[src/design/pwmt_pkg.sv]
// Shared types and constants of the double-buffered PWM timer.
package pwmt_pkg;

    localparam int DATA_W      = 32;
    localparam int PRESCALE_W  = 8;
    localparam int DIV_SEL_W   = 3;
    localparam int DIV_CNT_W   = 4;
    localparam int CFG_INDEX_W = 2;
    localparam int OUT_TDATA_W = 40;

    localparam logic [DIV_SEL_W-1:0] DIV_SEL_MAX = 3'd4;

    // Bit positions inside the control word.
    localparam int CTRL_START  = 0;
    localparam int CTRL_UPDATE = 1;
    localparam int CTRL_RELOAD = 3;

    typedef enum logic [1:0] {
        OP_TICK     = 2'd0,
        OP_CTRL     = 2'd1,
        OP_COUNT_WR = 2'd2,
        OP_CMP_WR   = 2'd3
    } t_op;

    typedef enum logic [CFG_INDEX_W-1:0] {
        CFG_PRESCALE = 2'd0,
        CFG_DIVIDER  = 2'd1
    } t_cfg_index;

    typedef struct packed {
        logic              is_running;
        logic [DATA_W-1:0] count_observed;
        logic              interrupt_pulse;
        logic              pwm_level;
    } t_result;

endpackage

[src/design/pwmt_core.sv]
// Timer state registers and the update applied for each request.
module pwmt_core
    import pwmt_pkg::*;
#(
    parameter int COUNT_WIDTH = 32
) (
    input  logic                  i_clk,
    input  logic                  i_rst_n,
    input  logic                  i_step,
    input  t_op                   i_op,
    input  logic [DATA_W-1:0]     i_data,
    input  logic [PRESCALE_W-1:0] i_prescale_value,
    input  logic [DIV_SEL_W-1:0]  i_divider_select,
    output t_result               o_result
);

    logic [PRESCALE_W-1:0]  r_prescale_count, n_prescale_count;
    logic [DIV_CNT_W-1:0]   r_divide_count,   n_divide_count;
    logic [COUNT_WIDTH-1:0] r_down_count,     n_down_count;
    logic [COUNT_WIDTH-1:0] r_active_compare, n_active_compare;
    logic [COUNT_WIDTH-1:0] r_count_reload,   n_count_reload;
    logic [COUNT_WIDTH-1:0] r_compare_reload, n_compare_reload;
    logic                   r_output_level,   n_output_level;
    logic                   r_run_flag,       n_run_flag;
    logic                   r_reload_enable,  n_reload_enable;

    logic [DIV_SEL_W-1:0]   div_sel;
    logic [DIV_CNT_W-1:0]   div_last;
    logic [COUNT_WIDTH-1:0] dec_count;
    logic                   irq;
    logic                   reached_zero;

    always_comb begin
        n_prescale_count = r_prescale_count;
        n_divide_count   = r_divide_count;
        n_down_count     = r_down_count;
        n_active_compare = r_active_compare;
        n_count_reload   = r_count_reload;
        n_compare_reload = r_compare_reload;
        n_output_level   = r_output_level;
        n_run_flag       = r_run_flag;
        n_reload_enable  = r_reload_enable;
        irq              = 1'b0;
        reached_zero     = 1'b0;

        div_sel   = (i_divider_select > DIV_SEL_MAX) ? DIV_SEL_MAX : i_divider_select;
        div_last  = DIV_CNT_W'((5'd1 << div_sel) - 5'd1);
        dec_count = r_down_count - COUNT_WIDTH'(1);

        case (i_op)
            OP_TICK: begin
                if (r_run_flag) begin
                    if (r_prescale_count != i_prescale_value) begin
                        n_prescale_count = r_prescale_count + PRESCALE_W'(1);
                    end else begin
                        n_prescale_count = '0;
                        if (r_divide_count < div_last) begin
                            n_divide_count = r_divide_count + DIV_CNT_W'(1);
                        end else begin
                            n_divide_count = '0;
                            // A counter already at zero counts as reaching zero.
                            if (r_down_count != '0) begin
                                n_down_count = dec_count;
                                if (dec_count == r_active_compare) begin
                                    n_output_level = 1'b1;
                                end
                                reached_zero = (dec_count == '0);
                            end else begin
                                reached_zero = 1'b1;
                            end
                            if (reached_zero) begin
                                irq = 1'b1;
                                if (r_reload_enable) begin
                                    n_down_count     = r_count_reload;
                                    n_active_compare = r_compare_reload;
                                    n_output_level   = 1'b0;
                                end else begin
                                    n_run_flag = 1'b0;
                                end
                            end
                        end
                    end
                end
            end
            OP_CTRL: begin
                n_reload_enable = i_data[CTRL_RELOAD];
                if (i_data[CTRL_UPDATE]) begin
                    n_down_count     = r_count_reload;
                    n_active_compare = r_compare_reload;
                    n_output_level   = 1'b0;
                end
                n_run_flag = i_data[CTRL_START];
            end
            OP_COUNT_WR: begin
                n_count_reload = i_data[COUNT_WIDTH-1:0];
            end
            OP_CMP_WR: begin
                n_compare_reload = i_data[COUNT_WIDTH-1:0];
            end
            default: begin
                n_run_flag = r_run_flag;
            end
        endcase

        o_result.pwm_level       = n_output_level;
        o_result.interrupt_pulse = irq;
        o_result.count_observed  = DATA_W'(n_down_count);
        o_result.is_running      = n_run_flag;
    end

    always_ff @(posedge i_clk) begin
        if (!i_rst_n) begin
            r_prescale_count <= '0;
            r_divide_count   <= '0;
            r_down_count     <= '0;
            r_active_compare <= '0;
            r_count_reload   <= '0;
            r_compare_reload <= '0;
            r_output_level   <= 1'b0;
            r_run_flag       <= 1'b0;
            r_reload_enable  <= 1'b0;
        end else if (i_step) begin
            r_prescale_count <= n_prescale_count;
            r_divide_count   <= n_divide_count;
            r_down_count     <= n_down_count;
            r_active_compare <= n_active_compare;
            r_count_reload   <= n_count_reload;
            r_compare_reload <= n_compare_reload;
            r_output_level   <= n_output_level;
            r_run_flag       <= n_run_flag;
            r_reload_enable  <= n_reload_enable;
        end
    end

endmodule

[src/design/pwm_timer_double_buffered.sv]
// Top level of the double-buffered PWM timer: request and result registers, configuration.
//
// Usage: each request on the slave stream is one timer event. s_axis_tuser carries the
// operation (tick, control write, count buffer write, compare buffer write) and
// s_axis_tdata the 32-bit write data. Every request yields exactly one result on the
// master stream with the output level, the interrupt pulse, the counter value and the
// run flag as they stand after that request.
// Configuration (prescale value at index 0, divider select at index 1) is written over
// the cfg channel, which is always ready; write it only while no request is in flight.
// A request passes the request register, then the timer update into the result register.
// Throughput is one request per cycle while the receiver takes every result.
// When the receiver stalls, the result register holds and the request register fills;
// s_axis_tready drops only when both are occupied and the result is not taken.
// A synchronous low reset stops the timer, clears all counters, buffers and
// configuration, and empties both registers.
module pwm_timer_double_buffered
    import pwmt_pkg::*;
#(
    parameter int COUNT_WIDTH = 32
) (
    input  logic                   i_clk,
    input  logic                   i_rst_n,
    // Request stream
    input  logic                   s_axis_tvalid,
    output logic                   s_axis_tready,
    input  logic [DATA_W-1:0]      s_axis_tdata,   // [31:0] write_data
    input  logic [1:0]             s_axis_tuser,   // [1:0] operation
    // Result stream
    output logic                   m_axis_tvalid,
    input  logic                   m_axis_tready,
    output logic [OUT_TDATA_W-1:0] m_axis_tdata,   // [0] pwm_level, [1] interrupt_pulse,
                                                   // [33:2] count_observed, [34] is_running
    // Configuration write channel
    input  logic                   i_cfg_valid,
    output logic                   o_cfg_ready,
    input  logic [CFG_INDEX_W-1:0] i_cfg_index,
    input  logic [PRESCALE_W-1:0]  i_cfg_data
);

    logic                  r_in_valid;
    t_op                   r_in_op;
    logic [DATA_W-1:0]     r_in_data;
    logic                  r_out_valid;
    t_result               r_out_result;
    logic [PRESCALE_W-1:0] r_prescale_value;
    logic [DIV_SEL_W-1:0]  r_divider_select;

    logic    out_free;
    logic    step;
    t_result core_result;

    assign out_free      = !r_out_valid || m_axis_tready;
    assign step          = r_in_valid && out_free;
    assign s_axis_tready = !r_in_valid || out_free;
    assign o_cfg_ready   = 1'b1;

    always_ff @(posedge i_clk) begin
        if (!i_rst_n) begin
            r_prescale_value <= '0;
            r_divider_select <= '0;
        end else if (i_cfg_valid) begin
            case (t_cfg_index'(i_cfg_index))
                CFG_PRESCALE: r_prescale_value <= i_cfg_data;
                CFG_DIVIDER:  r_divider_select <= i_cfg_data[DIV_SEL_W-1:0];
                default: begin
                    r_prescale_value <= r_prescale_value;
                end
            endcase
        end
    end

    always_ff @(posedge i_clk) begin
        if (!i_rst_n) begin
            r_in_valid <= 1'b0;
        end else if (s_axis_tready) begin
            r_in_valid <= s_axis_tvalid;
        end
    end

    always_ff @(posedge i_clk) begin
        if (s_axis_tvalid && s_axis_tready) begin
            r_in_op   <= t_op'(s_axis_tuser);
            r_in_data <= s_axis_tdata;
        end
    end

    pwmt_core #(
        .COUNT_WIDTH(COUNT_WIDTH)
    ) u_core (
        .i_clk           (i_clk),
        .i_rst_n         (i_rst_n),
        .i_step          (step),
        .i_op            (r_in_op),
        .i_data          (r_in_data),
        .i_prescale_value(r_prescale_value),
        .i_divider_select(r_divider_select),
        .o_result        (core_result)
    );

    always_ff @(posedge i_clk) begin
        if (!i_rst_n) begin
            r_out_valid <= 1'b0;
        end else if (out_free) begin
            r_out_valid <= r_in_valid;
        end
    end

    always_ff @(posedge i_clk) begin
        if (step) begin
            r_out_result <= core_result;
        end
    end

    assign m_axis_tvalid = r_out_valid;
    assign m_axis_tdata  = OUT_TDATA_W'(r_out_result);

endmodule

[config.mk]
export PLATFORM = sky130hd
export DESIGN_NAME = pwm_timer_double_buffered
export DESIGN_NICKNAME = d
export VERILOG_FILES = /design/src/design/pwmt_pkg.sv /design/src/design/pwmt_core.sv /design/src/design/pwm_timer_double_buffered.sv
export SDC_FILE = /design/constraint.sdc
export NUM_CORES = 1
export LEC_CHECK = 0
export BUFFER_PORTS_ARGS = -buffer_cell sky130_fd_sc_hd__buf_2
export CAP_MARGIN = 20
export CELL_PAD_IN_SITES_DETAIL_PLACEMENT = 2
export CELL_PAD_IN_SITES_GLOBAL_PLACEMENT = 2
export CORE_ASPECT_RATIO = 0.6
export CORE_MARGIN = 8
export CORE_UTILIZATION = 28
export CTS_BUF_LIST = sky130_fd_sc_hd__clkbuf_2
export DETAILED_ROUTE_END_ITERATION = 8
export PLACE_DENSITY_LB_ADDON = 0.1
export SLEW_MARGIN = 5
export SYNTH_ARGS = -nofsm -noshare
export SYNTH_HDL_FRONTEND = slang
export SYNTH_SLANG_ARGS = --single-unit
[constraint.sdc]
create_clock -name i_clk -period 3.2 [get_ports i_clk]
set_clock_uncertainty 0.05 [all_clocks]
set_input_delay 0.16 -clock i_clk [delete_from_list [all_inputs] [get_ports i_clk]]
set_output_delay 0.16 -clock i_clk [all_outputs]
set_load 0.02 [all_outputs]
# ---- Word-level counts from Yosys, hierarchy flattened
# Index checks and enable logic that the tools add are counted.
# W data, S select, Z words.
dict set report classes {
  add_sub_neg 4
  multipliers 0
  div_mod_pow 0
  magnitude_cmp 2
  eq_ne 12
  shifts 1
  n_mux 39
  bitwise_logic 3
  n_reduce_logical 20
}
# op count
set ops {}
lappend ops {{$mux W32} 13}
lappend ops {{$pmux W32 S2} 2}
lappend ops {{$eq A32 B32 Y1} 1}
lappend ops {{$logic_not A32 Y1} 1}
lappend ops {{$reduce_bool A32 Y1} 1}
lappend ops {{$sub A32 B1 Y32 const B} 1}
lappend ops {{$mux W1} 19}
lappend ops {{$reduce_and A2 Y1} 5}
lappend ops {{$add A8 B1 Y8 const B} 1}
lappend ops {{$mux W8} 1}
lappend ops {{$ne A8 B8 Y1} 1}
lappend ops {{$reduce_and A8 Y1} 1}
lappend ops {{$ne A2 B1 Y1 const B} 3}
lappend ops {{$ne A2 B2 Y1 const B} 3}
lappend ops {{$add A4 B1 Y4 const B} 1}
lappend ops {{$eq A2 B1 Y1 const B} 2}
lappend ops {{$eq A2 B2 Y1 const B} 2}
lappend ops {{$logic_not A2 Y1} 2}
lappend ops {{$lt A4 B4 Y1} 1}
lappend ops {{$mux W4} 1}
lappend ops {{$pmux W1 S2} 2}
lappend ops {{$reduce_and A4 Y1} 1}
lappend ops {{$reduce_or A4 Y1} 1}
lappend ops {{$shl A1 B3 Y4 const A} 1}
lappend ops {{9 further kinds} 14}
dict set report word_totals {
  register_bits 225
  latchBits 0
  mem_bits_rw 0
  romBits 0
  in_bits 49
  out_inout_bits 43
  elab_cells 100
  memories 0
}

# ---- Longest topological paths before layout
# Gate-level depths: netlist of run 1.
dict set report logic_depth {
  depth_word 14
  depth_mapped 14
  depth_no_buf 10
}

# ---- By module
# Synthesis of run 1 repeated with hierarchy kept, for this count alone.
dict set report hier_totals {
  cells_unflattened 1289
  area_unflattened_um2 11726.2
}
# module n_inst cells_each area_each_um2 seq_area_each_um2
set by_module_without_submodules {}
lappend by_module_without_submodules {pwmt_core 1 1157 9075.0 2862.7}
lappend by_module_without_submodules {pwm_timer_double_buffered 1 132 2651.3 2332.2}

# ---- Worst setup path after synthesis of run 1
# No wires, ideal clock.
dict set report synth_timing {
  path_type {register -> register}
  start {register u_core.r_down_count[0]}
  end {register u_core.r_active_compare[0]}
  arrival_ns 3.240
  path_slack_ns -0.161
  stages_incl_launch_ff 15
  path_buffers 4
  synth_period_minus_slack_ns 3.361
  path_cell_list {dfxtp_1 -> clkbuf_1 -> inv_1 -> ha_1 -> clkbuf_1 -> nor3b_1 -> nand2_1 -> a221o_1 -> a2111oi_0 -> nand4_1 -> o21ai_2 -> a32o_1 -> buf_4 -> buf_6 -> mux2i_1}
}
dict set report synth_between {
  elab_chain_cells 9
  word_cells_on_any_way 10
  cone_classes {add/sub: 1; eq/ne: 1; mux: 5; reduce/logical: 3}
}
# item line_no
set synth_rtl {}
lappend synth_rtl {{from (decl)} pwmt_core.sv:19} ;# logic [COUNT_WIDTH-1:0] r_down_count, n_down_count;
lappend synth_rtl {{from (signal assigned)} pwmt_core.sv:125} ;# r_down_count <= n_down_count;
lappend synth_rtl {{$sub A32 B1 Y32} pwmt_core.sv:48} ;# dec_count = r_down_count - COUNT_WIDTH'(1);
lappend synth_rtl {{$logic_not A32 Y1} pwmt_core.sv:67} ;# reached_zero = (dec_count == '0);
lappend synth_rtl {{$mux W1 (*)} pwmt_core.sv:62} ;# if (r_down_count != '0) begin
lappend synth_rtl {{$mux W1 (*)} pwmt_core.sv:57} ;# if (r_divide_count < div_last) begin
lappend synth_rtl {{$mux W1 (*)} pwmt_core.sv:53} ;# if (r_prescale_count != i_prescale_value) begin
lappend synth_rtl {{$mux W1 (*)} pwmt_core.sv:52} ;# if (r_run_flag) begin
lappend synth_rtl {{$mux W1 (*)} pwmt_core.sv:50} ;# case (i_op)
lappend synth_rtl {{$ne A2 B1 Y1 (no source line) (*)} n/a}
lappend synth_rtl {{$reduce_and A8 Y1 (no source line) (*)} n/a}
lappend synth_rtl {{to (signal assigned)} pwmt_core.sv:126} ;# r_active_compare <= n_active_compare;
lappend synth_rtl {{to (decl)} pwmt_core.sv:20} ;# logic [COUNT_WIDTH-1:0] r_active_compare, n_active_compare;
# Mark *: on every way between the ends. The rest lies on a longest branch, timed or not. The select of a mux whose other input is x is not followed.
# A chain may end at the register's enable or synchronous reset.

# ---- Final worst setup path of run 1
dict set report layout_timing {
  start {register u_core.r_down_count[11]}
  end {register u_core.r_active_compare[2]}
}
# The elaborated chain is that of the path after synthesis.

==> impl_results.md, run 1 <==
* Syn Std Cell Area at 11900 um2
* Initial antenna violation count at 5
* Combinational Power Share at 33.2%
* Fin nets at 1890
* WL met3 at 3450 um
* Clk pwr share at 26.9%
* Buffers on Ports at 85
* Fin worst setup slack at -378 ps
* Met1 Wirelength at 30700 um
* Drt first pass iters at 5
* Root Buffer: clkbuf_2
* DRC Markers at 0
* CTS Buffer Depth at 3
* Hold slack at 156 ps
* Synth Register Bits at 225
* WP data required at 4070 ps
* Final setup fails at 99
* Vias at 13100
* Post-synth top area cell: dfxtp_1
* Class of the worst hold path: input pin to register
* Worst Path Arrival at 4440 ps
* Syn_area_per_cell at 8.56 um2
* Fin crit period at 3580 ps
* Asr flop ratio synth at 0%
* Die width at 282 um
* # rows at 58
* Flop pwr share at 39.9%
* Vias in the first global route at 14000
* Int Power at 0.00492 W
* FMAX at 0.279 GHz
* Leakage at 6.95 nW
* CTS HTree Levels at 2
* Final std cells w/o fill at 2452
* MaxCap Viol Count at 0
* Drt via density at 5.34
* Die area at 49500 um2
* Top post-synthesis cells by area: dfxtp_1 26%, edfxtp_1 17%, nand2_1 7.6%
* Pin count of the biggest net entering global routing at 62
* Post-synthesis sequential area ratio at 43.7%
* Worst skew pair latency at 1040 ps
* Fin util at 41.9%
* Failing checks: negative setup slack
* Switch share at 37.3%
* Crit Path Max Fanout at 6
* Power Dens Cells at 447 nW/um2
* Setup crit end kind: register
* Reg clk slew, reported paths at 130 ps
* Hold Vio Cnt, Final at 0
* Slew headroom at 33.8%
* Num CTS Buffers at 57
* Count of different cell masters after synthesis at 79
* Cells after synthesis at 1387
* Number of DRC markers in iteration 0 at 837
* Core ar. at 41900 um2
* Unrepaired setup endpoints after global routing: yes
* Global-route usage over all layers at 24.9%
* Main synth FF type: dfxtp_1
* Slew Limit Fails at 0
* Ys Warns at 0
* Crit start category: register
* Net Switching at 0.00293 W
* VDD IR max at 216 uV
* WL final at 63500 um
* Reg2Reg Setup Slack at -380 ps
* Initial Util at 28.4%
* Ports at 92
* CTS sink cnt at 225
* Max layer used: met5
* TritonCTS clock tree: yes
* EDFF count, synth at 69
* Dpl hpwl at 45100 um
* Gpl congestion at 0.976
* First-pass GRT wire length at 92500 um
* Area delta synth->final at 47.9%
* Die height at 176 um
* Grt ovf at 0
* Setup TNS Final at -23060 ps
* WL/cell at 25.9 um
* # fillers at 4599
* Metal2 WL at 27700 um
* Worst-Margin Slew at 992 ps
* Antenna-violating nets left at 0
* Share of layout cells above drive strength 1 at 33.8%
* Fin crit share at 112%
* Critical path class: register to register
* Dpl cells at 2194
* Post-synth top area share at 26.3%
* Status: complete, but fails checks
## power groups by stage
stage	Combinational, W	Clock (W)	Sequential, W
final	0.00261	0.00212	0.00313
after global routing	0.00274	0.00234	0.00314
after CTS	0.00239	0.00220	0.00313
after detailed placement	0.00216	0	0.00319
after global placement	0.00212	0	0.00319
after floorplan	0.000914	0	0.00318
## worst max-delay path, cell delays in order, from the launching register on
cell and delay, ps:
dfxtp_4 400, or4_4 570, nor4_4 360, a21boi_2 110, or4b_4 540, or4_4 460, o21ai_4 240, a32o_2 260
buf_12 140, buf_12 130, buf_12 110, mux2i_1 180
## worst paths after layout
kind | from | endpoint | cells after the start
worst max-delay path | u_core.r_down_count[11] | u_core.r_active_compare[2] | 11
worst min-delay path | i_rst_n | u_core.r_active_compare[23] | 4
worst max register to register | u_core.r_down_count[11] | u_core.r_active_compare[2] | 11
worst min register to register | u_core.r_compare_reload[11] | u_core.r_active_compare[11] | 2
## cells by family after synthesis
logic type | after synthesis | synth area share, %
other | 2 | 0.0632
buffers and inverters | 152 | 5.43
AOI/OAI and AO/OA | 337 | 18.7
xor gates and xnor gates | 59 | 4.94
DFF | 225 | 43.7
and+or+nand+nor | 557 | 22.3
adders and majority gates | 8 | 0.843
muxes | 47 | 3.96
## placed cells by master (no fill, tap or decap), drive strengths merged, types with 14 or more instances in the layout
cell type	instances
clkbuf	86
o21ai	60
edfxtp	69
nor4	24
nor2	106
dfxtp	156
xor2	22
nand3	38
nand4	19
inv	34
buf	398
mux2i	47
nand2	241
dlygate4sd3	101
a21oi	106
nor3	46
clkinv	22
a22oi	14
o31ai	16
xnor2	32
## state kept, by name, indices dropped and copies added, names as in the netlist, 2 cells and up
| name | flops |
|---|---|
| u_core.r_prescale_count | 8 |
| u_core.r_count_reload | 32 |
| r_in_data | 32 |
| u_core.r_compare_reload | 32 |
| u_core.r_divide_count | 4 |
| u_core.r_down_count | 32 |
| r_divider_select | 3 |
| r_prescale_value | 8 |
| m_axis_tdata | 35 |
| r_in_op | 2 |
| u_core.r_active_compare | 32 |
## repair_timing
| action | in CTS | in global routing |
|---|---|---|
| buffers inserted | 40 | 28 |
| resized for setup | 104 | 95 |
| pin swaps | 36 | 35 |
| endpoints found under the setup margin | 101 | 101 |
| gates cloned | 3 | 2 |
| hold buffers | 101 | 0 |
| endpoints found under the hold margin | 146 | 0 |
## cell type report
type	instances	area, um2	area share, %
multi-input cells	1014	6770	38.5
flip-flops and latches	225	5220	29.7
repair buffers	502	4210	24.0
well taps	570	713	4.06
clock buffers	84	420	2.39
inverters	33	126	0.720
clock inverters	23	103	0.584
diodes	1	2.50	0.0142
## Yosys cell counts (10+ instances only)
cell / number
nand3_1: 38
clkbuf_1: 95
nor2_1: 106
buf_4: 10
edfxtp_1: 69
a22oi_1: 14
o211ai_1: 12
o21ai_0: 55
a21o_1: 12
nor4_1: 19
o22ai_1: 11
nor2b_1: 12
a31oi_1: 10
inv_1: 32
mux2i_1: 47
a211oi_1: 10
o31ai_1: 16
nand4_1: 19
xnor2_1: 32
nand2_1: 241
a21oi_1: 106
nand2b_1: 10
xor2_1: 22
nor3_1: 46
dfxtp_1: 156
## per-stage QoR
| stage | worst slack, ps | total power (W) | instance area [um2] |
|---|---|---|---|
| after global routing | -446 | 0.00822 | 17600 |
| final | -378 | 0.00786 | 17600 |
| after global placement | -650 | 0.00532 | 14700 |
| after CTS | -382 | 0.00772 | 17000 |
| after floorplan | -8.50 | 0.00409 | 11900 |
| after detailed placement | -694 | 0.00536 | 14700 |
## layer usage
| metal | global-route usage [%] | up-vias |
|---|---|---|
| met5 | 0 | - |
| met4 | 6.85 | 2 |
| met3 | 4.59 | 95 |
| met2 | 38.5 | 374 |
| met1 | 35.2 | 6721 |
| li1 | - | 5895 |
No activity file was read; power rests on OpenSTA's default activity.
==> run 2: changes to the inputs <==
--- a/config.mk
+++ b/config.mk
@@ -5,6 +5,7 @@
 export SDC_FILE = /design/constraint.sdc
 export NUM_CORES = 1
 export LEC_CHECK = 0
+export ABC_AREA = 1
 export BUFFER_PORTS_ARGS = -buffer_cell sky130_fd_sc_hd__buf_2
 export CAP_MARGIN = 20
 export CELL_PAD_IN_SITES_DETAIL_PLACEMENT = 2
==> run 2 against run 1 <==
The run now ends clean. Global-route usage shrank 3.0 points. Combinational power shrank 41%. Power shrank 12%. Sequential share of layout area grew 6.2 points. Maximum frequency grew 16%. Area after synthesis shrank 4.6%. Wire length shrank 18%. Worst setup slack gained 500 ps. Clock-buffer cell count grew 15. Core utilization shrank 5.8 points. Die area shrank 4.3%. Critical path type unchanged. Largest power group unchanged.
==> impl_results.md, run 2 <==
* Synth Register Bits at 225
* Global-route usage over all layers at 21.9%
* CTS Buffer Depth at 3
* HP Start: i_cfg_valid
* Num CTS Buffers at 58
* Post-synthesis sequential area ratio at 45.9%
* Most frequent cell after synthesis: nand2_1
* Post-synth top area share at 27.6%
* Ys Warns at 0
* Drt via density at 4.91
* CP dominant cell by count: nand2_1
* Drt first pass iters at 5
* Die width at 276 um
* Count of different cell masters after synthesis at 43
* Core ar. at 40200 um2
* Fin util at 36.1%
* Top post-synthesis cells by area: dfxtp_1 28%, edfxtp_1 18%, nand2_1 14%
* CTS sink cnt at 225
* Asr flop ratio synth at 0%
* Most common cell after layout, fill and taps aside: nand2_1
* MaxCap Viol Count at 0
* Worst skew pair latency at 970 ps
* # rows at 57
* RR Startpoint: u_core.r_down_count[22]
* Main synth FF type: dfxtp_1
* Antenna-violating nets left at 0
* Class of the worst hold path: input pin to register
* Crit Path Max Fanout at 7
* Buffers on Ports at 85
* Fin nets at 1877
* Root Buffer: clkbuf_2
* Worst Path Arrival at 3680 ps
* Grt ovf at 0
* Ports at 92
* Slowest cell on crit path: dfxtp_1
* Leakage at 6.51 nW
* Largest incremental delay on the critical path at 420 ps
* Most frequent cells in the layout: 412 x nand2_1, 151 x nor2_1, 150 x inv_1, 150 x dfxtp_1, 132 x a21oi_1
* Crit start category: register
* Power Total at 0.00693 W
* TritonCTS clock tree: yes
* Cells after synthesis at 1555
* CTS HTree Levels at 2
* Power Dens Cells at 478 nW/um2
* FMAX at 0.325 GHz
* Syn_area_per_cell at 7.28 um2
* Fin crit period at 3080 ps
* WL/cell at 21.7 um
* Critical Path Start: u_core.r_down_count[22]
* Top cells by count, synth: 417 x nand2_1, 169 x nor2_1, 156 x dfxtp_1, 152 x inv_1, 132 x a21oi_1
* Slew Limit Fails at 0
* Slew headroom at 42.3%
* Fin crit share at 96.2%
* Status: completed
* VDD IR max at 227 uV
* DRC Markers at 0
* Pin count of the biggest net entering global routing at 81
* Initial Util at 28.2%
* Vias in the first global route at 12700
* Vias at 11800
* First-pass GRT wire length at 78500 um
* Initial antenna violation count at 4
* Critical path class: register to register
* Dpl hpwl at 36800 um
* EDFF count, synth at 69
* WHS Path Cells at 6
* Post-synth top area cell: dfxtp_1
* Max reg flops at 35
* Setup crit end kind: register
* Share of layout cells above drive strength 1 at 18.0%
* Gpl congestion at 0.864
* Die height at 172 um
* Critical-path cell list: nor2_2 > nand2_1 > nor2_4 > nand3_1 > nand2_1 > nand2_1 > nor2_1 > nand2_1 > nor2_2 > nand3_2 > nand2_4 > buf_4 > nand3_1 > nand3_1 > nand2_1 > nand2_1 > nand2_1
* Reg clk slew, reported paths at 110 ps
* Die area at 47300 um2
* Number of DRC markers in iteration 0 at 694
* Worst-Margin Slew at 856 ps
* WP data required at 3800 ps
* Syn Std Cell Area at 11300 um2
* Hold Vio Cnt, Final at 0
* Final setup fails at 0
* WL final at 52100 um
* Worst reg2reg path depth at 17
* # fillers at 4757
* Area delta synth->final at 28.0%
run 2: cell types whose count changed after synthesis, sizes merged, moves of 32 or more:
cell,previous run,this run
mux2i,47,0
nand3,38,127
nand2,241,430
inv,32,159
o21ai,60,111
nor2,106,179
nor3,46,14
clkbuf,95,48
run 2: path summary, 6_finish.rpt:
| check | endpoint | slack (ps) |
|---|---|---|
| setup reg to reg | m_axis_tdata[15] | 120 |
| setup / recovery | m_axis_tdata[15] | 120 |
| hold reg to reg | u_core.r_compare_reload[15] | 430 |
| hold / removal | r_divider_select[0] | 230 |
run 2: worst max-delay path, delay by kind of cell (launching register included):
family,cells,cell delay (ps)
buf+inv,1,140
flops,1,420
simple gates,16,2150
run 2: layer usage:
metal | part of all wire, % | track usage [%]
met5 | 0.065 | 0
met1 | 53 | 33.0
met3 | 6.4 | 5.55
met2 | 39 | 30.6
met4 | 1.9 | 5.30
run 2: cell type report:
type                    instances  area (um2)  share of cell area (%)
multi-input cells            1094        5240                    36.2
flip-flops and latches        225        5200                    35.9
repair buffers                279        2240                    15.5
well taps                     531         664                    4.58
inverters                     162         608                    4.19
clock buffers                  99         495                    3.42
clock inverters                 8        38.8                   0.267
diodes                          2        5.00                  0.0345
run 2: kinds of logic (layout without fill, tap and decap cells):
logic type,count (synthesis),after routing,synth area share (%)
other,2,8,0.0663
AO/OA/AOI/OAI,278,278,13.1
XOR/XNOR,31,31,2.40
adder cells (fa/ha/maj),8,8,0.884
buffers and inverters,240,548,8.89
AND/OR/NAND/NOR,771,771,28.8
flip-flops,225,225,45.9
run 2: what timing repair did:
item | CTS | global route
gates resized for setup | 4 | 34
buffers inserted | 1 | 2
hold buffers | 113 | 0
endpoints found under the setup margin | 83 | 88
pin swaps | 0 | 3
endpoints found under the hold margin | 194 | 0
run 2: power by group:
| part | switching, W | leakage (nW) | internal (W) | total, W |
|---|---|---|---|---|
| Clock | 0.00138 | 0.425 | 0.000806 | 0.00218 |
| Sequential | 0.000120 | 1.94 | 0.00308 | 0.00320 |
| Combinational | 0.00101 | 4.15 | 0.000540 | 0.00155 |
run 2: metrics by stage:
step	cell area (um2)	worst slack [ps]	setup TNS [ps]	hold slack [ps]	std cells
2_1_floorplan	11300	716	0	209	1559
3_3_place_gp	12700	-12.1	-32.2	286	2174
3_5_place_dp	12700	-109	-3380	288	2175
4_1_cts	14400	15.0	0	96.4	2396
5_1_grt	14500	-18.1	-28.8	152	2400
6_report	14500	123	0	229	2400
==> run 3: changes to the inputs <==
--- a/config.mk
+++ b/config.mk
@@ -19,4 +19,6 @@
 export SLEW_MARGIN = 5
 export SYNTH_ARGS = -nofsm -noshare
 export SYNTH_HDL_FRONTEND = slang
+export SYNTH_HIERARCHICAL = 1
 export SYNTH_SLANG_ARGS = --single-unit
+export TNS_END_PERCENT = 50
==> run 3 against run 2 <==
Final area is 3.6% higher. Critical endpoint is now r_prescale_value[7]. Sequential share of layout area is 1.2 points lower. Sequential power is 3% lower. Via count is 3.5% higher. Wire length is 1.4% higher. Clock power hardly changed. Sequential cell count stayed put. Register-to-register slack hardly changed. Critical path type is now input pin to register. Worst setup slack worse by 35 ps.
==> impl_results.md, run 3 <==
* Status: completed
* Fin crit period at 3110 ps
* Drt first pass iters at 5
* Slowest cell on crit path: dlygate4sd3_1
* Combinational Power Share at 22.8%
* Unrepaired setup endpoints after global routing: yes
* Die area at 48700 um2
* CP dominant cell by count: dlygate4sd3_1
* CTS Buffer Depth at 3
* VDD IR max at 194 uV
* Synth Register Bits at 225
* CP Buf/Inv Count at 6
* Net Switching at 0.00244 W
* Reg clk slew, reported paths at 140 ps
* Leakage at 6.40 nW
* Switch share at 35.6%
* FMAX at 0.321 GHz
* Dpl hpwl at 37100 um
* Critical-path cell list: dlygate4sd3_1 > buf_2 > dlygate4sd3_1 > nor2_4 > dlygate4sd3_1 > nand3_1 > dlygate4sd3_1 > nand2_1 > nor2_1 > dlygate4sd3_1
* Post-synth top area share at 26.7%
* CTS HTree Levels at 2
* Die width at 280 um
* Vias at 12200
* Root Buffer: clkbuf_2
* MaxCap Viol Count at 0
* Fin crit share at 97.3%
* Crit Path Max Fanout at 16
* Dpl cells at 2249
* TritonCTS clock tree: yes
* WP data required at 3970 ps
* Global-route usage over all layers at 21.3%
* Die height at 174 um
* Syn_area_per_cell at 7.33 um2
* Fin worst setup slack at 87.9 ps
* Syn Std Cell Area at 11700 um2
* Power Dens Cells at 457 nW/um2
* Final std cells w/o fill at 2483
* Antenna-violating nets left at 0
* Share of layout cells above drive strength 1 at 19.9%
* # rows at 58
* Asr flop ratio synth at 0%
* Final setup fails at 0
* Ys Warns at 6
* Post-synthesis sequential area ratio at 44.5%
* Worst-Margin Slew at 680 ps
* First-pass GRT wire length at 80000 um
* Core ar. at 41500 um2
* CTS sink cnt at 225
* Drt via density at 4.91
* Fin util at 36.2%
* Largest incremental delay on the critical path at 930 ps
* Grt ovf at 0
* Ports at 92
* Initial Util at 28.1%
* Buffers on Ports at 85
* Slew headroom at 54.7%
* Main synth FF type: dfxtp_1
* Top cells by count, synth: 402 x nand2_1, 156 x dfxtp_1, 154 x a21oi_1, 149 x nor2_1, 142 x inv_1
* Num CTS Buffers at 60
* Fin nets at 1920
* Power Total at 0.00686 W
* WL final at 52800 um
* Area delta synth->final at 28.6%
* Max reg flops at 35
* DRC Markers at 0
* Pre-CTS WS at -183 ps
* Most common cell after layout, fill and taps aside: nand2_1
* Flop pwr share at 45.4%
* Setup crit end kind: register
* WL/cell at 21.3 um
* Hold Vio Cnt, Final at 0
* Worst Path Arrival at 3880 ps
* Gpl congestion at 0.868
* Crit start category: input pin
* Cells after synthesis at 1593
* Class of the worst hold path: input pin to register
* Initial antenna violation count at 1
* Post-synth top area cell: dfxtp_1
* Most frequent cell after synthesis: nand2_1
* Int Power at 0.00442 W
* Pin count of the biggest net entering global routing at 57
* EDFF count, synth at 69
* CP top delay family: buffers and inverters
* Critical path class: input pin to register
* Number of DRC markers in iteration 0 at 605
* Slew Limit Fails at 0
* Worst skew pair latency at 980 ps
* Clk pwr share at 31.8%
* Top post-synthesis cells by area: dfxtp_1 27%, edfxtp_1 18%, nand2_1 13%
* Count of different cell masters after synthesis at 44
* Vias in the first global route at 13000
* Most frequent cells in the layout: 399 x nand2_1, 153 x a21oi_1, 148 x dfxtp_1
## run 3: cell count changes after synthesis, moves of 15 or more
cell and change:
a21oi_2 +25, o211ai_1 +31, a22oi_1 -23, nor2_1 -20, a21oi_1 +22, nand2_1 -15
o21ai_0 +34
## run 3: path summary, 6_finish.rpt
check                                end  depth (start not counted)  slack (ps)                         from
max reg2reg      u_core/r_down_count[18]                         22         120       u_core/r_down_count[1]
min                  r_prescale_value[1]                          4         180                  i_cfg_valid
min reg2reg  u_core/r_compare_reload[29]                          2         420  u_core/r_compare_reload[29]
max                  r_prescale_value[7]                         10          90               i_cfg_index[1]
## run 3: layer usage
| layer | share of wire, % | GRT usage, % | vias up | routed length [um] |
|---|---|---|---|---|
| li1 | - | - | 5811 | - |
| met1 | 49 | 29.9 | 6079 | 25900 |
| met2 | 44 | 33.3 | 237 | 23100 |
| met3 | 5.1 | 4.03 | 74 | 2680 |
| met4 | 2.1 | 5.24 | 0 | 1130 |
| met5 | 0 | 0 | - | 0 |
## run 3: kinds of logic (layout without fill, tap and decap cells)
logic type,Yosys count,in the layout,synth area share (%)
simple gates,732,732,26.9
compound gates,361,361,17.2
buf+inv,240,555,8.70
xor+xnor,25,25,1.87
fa+ha+maj,8,8,0.857
other cells,2,7,0.0643
flops,225,225,44.5
## run 3: area by class of cell
cell class / count / area (um2)
Inverter: 152 / 583
Timing Repair Buffer: 292 / 2350
Sequential cell: 225 / 5210
Multi-Input combinational cell: 1132 / 5610
Tap cell: 570 / 713
Clock buffer: 100 / 500
Fill cell: 4985 / 26500
Clock inverter: 11 / 51.3
Antenna cell: 1 / 2.50
## run 3: power groups by stage
stage               clock network (W)  registers (W)  logic [W]
floorplan                           0        0.00318   0.000756
global placement                    0        0.00318    0.00137
detailed placement                  0        0.00318    0.00140
CTS                           0.00230        0.00312    0.00151
global route                  0.00243        0.00313    0.00170
finish                        0.00218        0.00312    0.00156
## run 3: per-stage QoR
step,hold WS (ps),area [um2],TNS [ps]
6_report,183,15000,0
5_1_grt,130,15000,-247
4_1_cts,53.3,14800,0
3_5_place_dp,289,13100,-8340
3_3_place_gp,287,13100,-1620
2_1_floorplan,209,11700,0
## run 3: worst reg2reg max path: cells and delay by family, from the launching register on
kind	cells	cell delay, ps
adders and majority gates	1	200
DFF	1	390
and+or+nand+nor	16	1490
buffers and inverters	3	400
AOI/OAI and AO/OA	2	400
## run 3: repair_timing
| item | CTS | global route |
|---|---|---|
| setup buffers | 0 | 13 |
| pin swaps | 0 | 9 |
| hold buffers | 109 | 0 |
| setup endpoints to repair | 98 | 96 |
| endpoints found under the hold margin | 202 | 0 |
| resized for setup | 7 | 36 |
